[config.mk]
export PLATFORM = sky130hd
export DESIGN_NAME = advert_flag_frame_parser_core
export DESIGN_NICKNAME = d
export VERILOG_FILES = /design/src/design/affp_pkg.sv /design/src/design/affp_in_reg.sv /design/src/design/affp_frame_core.sv /design/src/design/advert_flag_frame_parser_core.sv
export SDC_FILE = /design/constraint.sdc
export NUM_CORES = 1
export LEC_CHECK = 0
export BUFFER_PORTS_ARGS = -buffer_cell sky130_fd_sc_hd__buf_2
export CORE_ASPECT_RATIO = 0.9
export CORE_MARGIN = 1
export CORE_UTILIZATION = 58
export DETAILED_ROUTE_END_ITERATION = 7
export PLACE_DENSITY = 0.79
export SETUP_SLACK_MARGIN = 0.5
export SKIP_LAST_GASP = 1
export SYNTH_ARGS = -nofsm -noshare
export SYNTH_HDL_FRONTEND = slang
export SYNTH_HIERARCHICAL = 1
export SYNTH_SLANG_ARGS = --single-unit
[constraint.sdc]
create_clock -name clk -period 5.5 [get_ports clk]
set_input_delay 0.275 -clock clk [delete_from_list [all_inputs] [get_ports clk]]
set_output_delay 0.275 -clock clk [all_outputs]
set_load 0.02 [all_outputs]
[src/design/affp_pkg.sv]
// Shared types, constants and layout functions for the advertisement flag frame parser.
// No dependencies; every other design file refers to it by scoped names.
package affp_pkg;

  localparam int MAX_SEQUENCES = 4;
  localparam int FRAME_LIMIT   = 63;
  localparam int NUM_SEQ_PORTS = 4;

  // Byte position counts up to FRAME_LIMIT; offsets need one extra bit for the high byte.
  localparam int POS_W = $clog2(FRAME_LIMIT + 1);
  localparam int OFF_W = POS_W + 1;

  localparam logic [7:0] FMT_1 = 8'h01;
  localparam logic [7:0] FMT_2 = 8'h02;
  localparam logic [7:0] FMT_3 = 8'h03;
  localparam logic [7:0] FMT_6 = 8'h06;
  localparam logic [7:0] FMT_8 = 8'h08;
  localparam logic [7:0] FMT_9 = 8'h09;

  localparam int FLAG_TIME_BIT     = 2;
  localparam int FLAG_PAIRING_BIT  = 3;
  localparam int FLAG_TRANSFER_BIT = 6;

  localparam int FMT8_LEN_NO_USER  = 10;
  localparam int FMT8_LEN_ONE_USER = 13;

  typedef struct packed {
    logic                             frame_valid;
    logic [7:0]                       format_code;
    logic [1:0]                       user_count;
    logic                             time_invalid;
    logic                             pairing;
    logic                             transfer_forced;
    logic [2:0]                       seq_count;
    logic [NUM_SEQ_PORTS-1:0][15:0]   seq;
  } result_t;

  typedef struct packed {
    logic [7:0] data_byte;
    logic       last_byte;
  } in_item_t;

  // Formats that carry user sequence numbers.
  function automatic logic fmt_has_seq(logic [7:0] fmt);
    return fmt inside {FMT_1, FMT_2, FMT_6, FMT_8, FMT_9};
  endfunction

  // Byte offset of the low byte of sequence block idx.
  function automatic logic [OFF_W-1:0] seq_offset(logic [7:0] fmt, int idx);
    logic [OFF_W-1:0] first;
    logic [OFF_W-1:0] stride;
    first  = OFF_W'(2);
    stride = OFF_W'(3);
    case (fmt)
      FMT_8: begin
        first  = OFF_W'(6);
        stride = OFF_W'(2);
      end
      FMT_9: begin
        first  = OFF_W'(7);
        stride = OFF_W'(2);
      end
      default: begin
        first  = OFF_W'(2);
        stride = OFF_W'(3);
      end
    endcase
    return first + OFF_W'(idx) * stride;
  endfunction

endpackage

[src/design/affp_in_reg.sv]
// Input register stage: holds one byte transfer until the frame core consumes it.
// Depends on affp_pkg for the item type.
module affp_in_reg (
  input  logic              clk,
  input  logic              rst,
  input  logic              in_valid,
  output logic              in_ready,
  input  affp_pkg::in_item_t in_item,
  input  logic              consume,
  output logic              held_valid,
  output affp_pkg::in_item_t held_item
);

  logic              valid_q;
  affp_pkg::in_item_t item_q;

  assign in_ready   = !valid_q || consume;
  assign held_valid = valid_q;
  assign held_item  = item_q;

  always_ff @(posedge clk) begin
    if (rst) begin
      valid_q <= 1'b0;
    end else if (in_ready) begin
      valid_q <= in_valid;
    end
  end

  always_ff @(posedge clk) begin
    if (in_ready && in_valid) begin
      item_q <= in_item;
    end
  end

endmodule

[src/design/affp_frame_core.sv]
// Frame state (position, format, flags, sequence store) and the per-byte step logic.
// Depends on affp_pkg for constants, layout functions and the result type.
module affp_frame_core (
  input  logic               clk,
  input  logic               rst,
  input  logic               step_en,
  input  affp_pkg::in_item_t item,
  output affp_pkg::result_t  result
);

  logic [affp_pkg::POS_W-1:0] byte_position;
  logic [7:0]                 format_held;
  logic [7:0]                 flag_held;
  logic [15:0]                sequence_store [affp_pkg::MAX_SEQUENCES];

  logic [affp_pkg::POS_W-1:0] byte_position_next;
  logic [7:0]                 format_held_next;
  logic [7:0]                 flag_held_next;
  logic [15:0]                sequence_store_next [affp_pkg::MAX_SEQUENCES];

  logic [affp_pkg::OFF_W-1:0] pos_ext;
  logic [affp_pkg::OFF_W-1:0] len_ext;
  logic                       capture_en;
  logic [1:0]                 users;
  logic                       len_ok;
  logic                       seq_fmt;
  logic [affp_pkg::MAX_SEQUENCES-1:0] blk_ok;
  logic [2:0]                 count;
  logic [affp_pkg::OFF_W-1:0] off;

  // Step: capture the byte, advance the position, evaluate the length rule.
  always_comb begin
    pos_ext    = affp_pkg::OFF_W'(byte_position);
    capture_en = (byte_position >= affp_pkg::POS_W'(2))
              && (byte_position < affp_pkg::POS_W'(affp_pkg::FRAME_LIMIT))
              && affp_pkg::fmt_has_seq(format_held);

    format_held_next = (byte_position == '0) ? item.data_byte : format_held;
    flag_held_next   = (byte_position == affp_pkg::POS_W'(1)) ? item.data_byte : flag_held;

    for (int i = 0; i < affp_pkg::MAX_SEQUENCES; i++) begin
      off = affp_pkg::seq_offset(format_held, i);
      sequence_store_next[i] = sequence_store[i];
      if (capture_en && pos_ext == off) begin
        sequence_store_next[i][7:0] = item.data_byte;
      end else if (capture_en && pos_ext == off + affp_pkg::OFF_W'(1)) begin
        sequence_store_next[i][15:8] = item.data_byte;
      end
    end

    // Saturate at the frame limit.
    if (byte_position == affp_pkg::POS_W'(affp_pkg::FRAME_LIMIT)) begin
      byte_position_next = byte_position;
    end else begin
      byte_position_next = byte_position + affp_pkg::POS_W'(1);
    end
    len_ext = affp_pkg::OFF_W'(byte_position_next);

    users = flag_held_next[1:0];
    len_ok = 1'b0;
    if (len_ext >= affp_pkg::OFF_W'(2)) begin
      case (format_held_next)
        affp_pkg::FMT_3: len_ok = len_ext >= affp_pkg::OFF_W'(3);
        affp_pkg::FMT_1, affp_pkg::FMT_2, affp_pkg::FMT_6:
          len_ok = len_ext >= affp_pkg::OFF_W'(4) + affp_pkg::OFF_W'(users) * affp_pkg::OFF_W'(3);
        affp_pkg::FMT_8:
          len_ok = (users == 2'd0 && len_ext == affp_pkg::OFF_W'(affp_pkg::FMT8_LEN_NO_USER))
                || (users == 2'd1 && len_ext == affp_pkg::OFF_W'(affp_pkg::FMT8_LEN_ONE_USER));
        affp_pkg::FMT_9:
          len_ok = len_ext == affp_pkg::OFF_W'(9) + affp_pkg::OFF_W'(users) * affp_pkg::OFF_W'(2);
        default: len_ok = 1'b0;
      endcase
    end

    // Blocks are taken in order while their high byte lies inside the frame.
    seq_fmt = affp_pkg::fmt_has_seq(format_held_next);
    count   = 3'd0;
    for (int i = 0; i < affp_pkg::MAX_SEQUENCES; i++) begin
      blk_ok[i] = seq_fmt && (i <= int'(users))
               && (affp_pkg::seq_offset(format_held_next, i) + affp_pkg::OFF_W'(1) < len_ext);
      if (blk_ok[i]) begin
        count = 3'(i + 1);
      end
    end

    result = '0;
    if (len_ok) begin
      result.frame_valid     = 1'b1;
      result.format_code     = format_held_next;
      result.user_count      = users;
      result.time_invalid    = flag_held_next[affp_pkg::FLAG_TIME_BIT];
      result.pairing         = flag_held_next[affp_pkg::FLAG_PAIRING_BIT];
      result.transfer_forced = seq_fmt && flag_held_next[affp_pkg::FLAG_TRANSFER_BIT];
      result.seq_count       = count;
      for (int i = 0; i < affp_pkg::MAX_SEQUENCES; i++) begin
        if (blk_ok[i]) begin
          result.seq[i] = sequence_store_next[i];
        end
      end
    end
  end

  always_ff @(posedge clk) begin
    if (rst) begin
      byte_position <= '0;
      format_held   <= '0;
      flag_held     <= '0;
      for (int i = 0; i < affp_pkg::MAX_SEQUENCES; i++) begin
        sequence_store[i] <= '0;
      end
    end else if (step_en) begin
      if (item.last_byte) begin
        byte_position <= '0;
        format_held   <= '0;
        flag_held     <= '0;
        for (int i = 0; i < affp_pkg::MAX_SEQUENCES; i++) begin
          sequence_store[i] <= '0;
        end
      end else begin
        byte_position <= byte_position_next;
        format_held   <= format_held_next;
        flag_held     <= flag_held_next;
        for (int i = 0; i < affp_pkg::MAX_SEQUENCES; i++) begin
          sequence_store[i] <= sequence_store_next[i];
        end
      end
    end
  end

endmodule

[src/design/advert_flag_frame_parser_core.sv]
// Advertisement flag frame parser, top level: input register, frame core, result register.
// A last byte's result passes through the input register and then the result register.
// Throughput: one byte per cycle; only a last byte can wait, and only on a full result
// register, while bytes of the next frame flow on until its last byte is held.
// Reset (rst, synchronous, active high) clears frame state and both valid flags at once.
// Depends on affp_pkg, affp_in_reg and affp_frame_core.
module advert_flag_frame_parser_core (
  input  logic        clk,
  input  logic        rst,
  input  logic        in_valid,
  output logic        in_ready,
  input  logic [7:0]  data_byte,
  input  logic        last_byte,
  output logic        out_valid,
  input  logic        out_ready,
  output logic        frame_valid,
  output logic [7:0]  format_code,
  output logic [1:0]  user_count,
  output logic        time_invalid,
  output logic        pairing,
  output logic        transfer_forced,
  output logic [2:0]  seq_count,
  output logic [15:0] seq_a,
  output logic [15:0] seq_b,
  output logic [15:0] seq_c,
  output logic [15:0] seq_d
);

  affp_pkg::in_item_t in_item;
  affp_pkg::in_item_t held_item;
  affp_pkg::result_t  step_result;
  affp_pkg::result_t  result_q;
  logic               held_valid;
  logic               consume;
  logic               emit;
  logic               out_valid_q;
  logic               out_valid_next;

  assign in_item.data_byte = data_byte;
  assign in_item.last_byte = last_byte;

  // Advance the held byte when it makes no result, or when the result register is free
  // (empty, or its result is taken in this same cycle).
  assign consume = held_valid && (!held_item.last_byte || !out_valid_q || out_ready);
  assign emit    = consume && held_item.last_byte;

  affp_in_reg u_in_reg (
    .clk        (clk),
    .rst        (rst),
    .in_valid   (in_valid),
    .in_ready   (in_ready),
    .in_item    (in_item),
    .consume    (consume),
    .held_valid (held_valid),
    .held_item  (held_item)
  );

  affp_frame_core u_frame_core (
    .clk     (clk),
    .rst     (rst),
    .step_en (consume),
    .item    (held_item),
    .result  (step_result)
  );

  // Result register: load on a last byte, drop after the output transfer.
  always_comb begin
    if (emit) begin
      out_valid_next = 1'b1;
    end else if (out_ready) begin
      out_valid_next = 1'b0;
    end else begin
      out_valid_next = out_valid_q;
    end
  end

  always_ff @(posedge clk) begin
    if (rst) begin
      out_valid_q <= 1'b0;
    end else begin
      out_valid_q <= out_valid_next;
    end
  end

  always_ff @(posedge clk) begin
    if (emit) begin
      result_q <= step_result;
    end
  end

  assign out_valid       = out_valid_q;
  assign frame_valid     = result_q.frame_valid;
  assign format_code     = result_q.format_code;
  assign user_count      = result_q.user_count;
  assign time_invalid    = result_q.time_invalid;
  assign pairing         = result_q.pairing;
  assign transfer_forced = result_q.transfer_forced;
  assign seq_count       = result_q.seq_count;
  assign seq_a           = result_q.seq[0];
  assign seq_b           = result_q.seq[1];
  assign seq_c           = result_q.seq[2];
  assign seq_d           = result_q.seq[3];

`ifndef ASSERT_OFF
  // An invalid frame carries no other information.
  a_invalid_zero: assert property (@(posedge clk) disable iff (rst)
    out_valid_q && !result_q.frame_valid |->
      result_q.format_code == 8'd0 && result_q.seq_count == 3'd0 &&
      result_q.user_count == 2'd0 && !result_q.transfer_forced)
    else $error("invalid frame with nonzero fields");

  // Never overwrite a result that has not been taken.
  a_no_overwrite: assert property (@(posedge clk) disable iff (rst)
    emit |-> !out_valid_q || out_ready)
    else $error("result register overwritten");

  // Sequence count stays within capacity and within the user count.
  a_seq_count: assert property (@(posedge clk) disable iff (rst)
    out_valid_q |-> result_q.seq_count <= 3'(affp_pkg::MAX_SEQUENCES) &&
      result_q.seq_count <= {1'b0, result_q.user_count} + 3'd1)
    else $error("sequence count out of range");

  // A result appears only after a last byte left the input register.
  a_out_source: assert property (@(posedge clk) disable iff (rst)
    $rose(out_valid_q) |-> $past(emit))
    else $error("result without a last byte");
`endif

endmodule

==> out/results.tsv <==
metric	value	unit
FMAX	224	MHz
adder-cell area share of the yosys netlist	3.20	%
worst hold path class	input port to flip-flop	
RePlAce Congestion	0.907	
Antenna Nets Post-Route	0	
CTS tree	done	
total power	2900	uW
setup repair bufs after CTS	0	
initial antenna violation count	0	
area of the multi-input gates	0.00303	mm^2
worst skew pair latency	0.43	ns
drt drc	0	
Placed Area	0.00878	mm^2
core area	0.0136	mm^2
Worst EP required	5.65	ns
commonest cells in the netlist	nor2_1 (155), edfxtp_1 (138), mux2i_1 (71)	
final net count	829	
Yosys top cell by area	edfxtp_1	
post-route setup TNS	0	ns
maximum vdd drop	0.275	mV
multiplexer share of the synthesized area	8.65	%
status	finished, final reports clean	
Cells after DPL	963	
post-synthesis cell count	715	
vias in the first global route	5568	
initial core utilization	60.6	%
Final min period	4.47	ns
non-filler cells, final	997	
Worst-Margin Slew	0.961	ns
Routed WL per cell	19.1	um
post-synthesis register bit count	175	
Crit path arrival time	4.62	ns
Synth area leaders	edfxtp_1 (50%), dfxtp_1 (9.0%), mux2i_1 (8.6%)	
Register Area	0.00488	mm^2
Post-synth ARST share	0	%
YS warnings	6	
Mapped Area	0.00822	mm^2
Fillers	973	
count leader, synth	nor2_1	
grt total ovfl	0	
Setup CP Type	flip-flop to flip-flop	
post-CTS resize count	0	
clock root buffer master	clkbuf_16	
drt total wl	19000	um
Die Area	0.0147	mm^2
Synth Area in XOR/XNOR	0.213	%
PwrDens	308	mW/mm^2
CTS H-Tree Depth	4	
max-slew violation count	0	
# setup viols final	0	
Longest Clk Path Bufs	2	
Clock transition at path regs	0.07	ns
Slew headroom	35.9	%
critical-path maximum fanout	17	
Worst setup EP type	flip-flop	
Port Buffers	95	
gr usage total	27.2	%
Num CTS Buffers	17	
leakage	0.00369	uW
final hold vios	0	
initial DRC count	536	
Site Rows	40	
Tcrit/Tclk final	81.3	%
largest family of logic cells by synthesized area	simple AND/OR/NAND/NOR gates	
crit start category	flip-flop	
syn_area_per_cell	11.5	um^2
post-synthesis compound-gate area fraction	9.06	%
clk_skew	0.00962	ns
largest net degree at the start of global routing	55	
clock net sink count	175	
final core utilization	69.2	%
global-route wire length before repair	29700	um
fin area	0.00939	mm^2
Unique masters post-synth	62	
layout cells sized above 1	19.4	%
Die Ht	115	um
share of the synthesized area in the top cell type	50.4	%
die width	127	um
hpwl dp	12600	um
total I/O pin count	96	
Area Overhead vs Synth	14.2	%
via count	5925	
drt first pass iters	6	
EDFF count, synth	138	
vias per cell	5.94	
Post-Synth Simple-Gate Area	15.5	%
reg2reg setup slack	1.03	ns
post-synthesis sequential area ratio	59.4	%
Most used DFF post-synth	edfxtp_1	
# diodes	0	
unrepaired setup endpoints after global routing	false	
maxcap violations	0	
final timing paths:
kind / startpoint / end / cells after the start
worst max-delay path: u_frame_core/byte_position[2] / seq_d[0] / 12
worst min-delay path: data_byte[4] / u_in_reg/held_item[5] / 1
worst max register to register: u_frame_core/byte_position[2] / seq_d[0] / 12
worst min register to register: u_frame_core/flag_held[0] / u_frame_core/flag_held[0] / 2
critical path, cell delays in order, from the launching register on:
cell      delay [ns]
dfxtp_1         0.51
or4_1           0.71
o21ai_0         0.33
and2_1          0.33
inv_1           0.10
ha_1            0.28
ha_1            0.27
a211oi_1        0.23
o211ai_1        0.15
o311ai_0        0.14
o211ai_2        0.28
o211ai_2        0.71
nor2_1          0.13
per-layer routing:
metal  vias up  share of wire [%]  track usage [%]
met3        29                8.2             7.03
met4         0                2.0             10.6
met5         -                  0                0
li1       2733                  -                -
met2       298                 47             43.4
met1      2865                 43             36.0
stage by stage:
step	hold WS [ns]	worst slack [ns]
finish	0.0170	1.03
global route	0.00202	0.646
CTS	0.00109	1.07
detailed placement	0.450	1.10
global placement	0.452	1.35
floorplan	0.337	1.08
final cells by class:
type	instances	area share [%]
repair buffers	105	5.92
clock inverters	14	1.65
flip-flops and latches	175	52.0
multi-input cells	471	32.3
well taps	189	2.52
clock buffers	18	4.57
inverters	25	1.00
placed cells by master (no fill, tap or decap), drive strengths merged, types with 5 or more instances in the layout:
cell type	count
a22o	16
nor3	10
o211ai	9
a22oi	11
ha	21
buf	103
nor2b	5
nor4	9
a31oi	5
and2	7
nand2	34
nand2b	7
or4	7
a21oi	22
clkbuf	18
edfxtp	138
mux2i	71
dfxtp	37
clkinv	5
nor2	156
o21ai	22
inv	30
nand3	11
kinds of logic after synthesis:
kind of cell	after synthesis
AO/OA/AOI/OAI	106
XOR/XNOR	2
adder cells (fa/ha/maj)	21
buffers and inverters	72
flip-flops	175
multiplexers	71
other	1
AND/OR/NAND/NOR	267
what timing repair did:
action                                  in CTS  in global routing
endpoints found under the hold margin        0                  2
hold buffers                                 0                  2
endpoints found under the setup margin       0                  0
report_power, final:
| part | leakage, uW | internal (uW) | switching [uW] |
|---|---|---|---|
| clock network | 0.000279 | 676 | 520 |
| logic | 0.00173 | 57.2 | 135 |
| registers | 0.00168 | 1470 | 33.3 |
flip-flops by register name, indices dropped and copies added, names as in the netlist, 6 cells and up:
name,flops
seq_b,16
u_frame_core/format_held,8
u_frame_core/byte_position,6
seq_d,16
seq_a,16
u_frame_core/sequence_store,64
u_in_reg/held_item,9
format_code,8
seq_c,16
(Power assumes the default switching activity.)
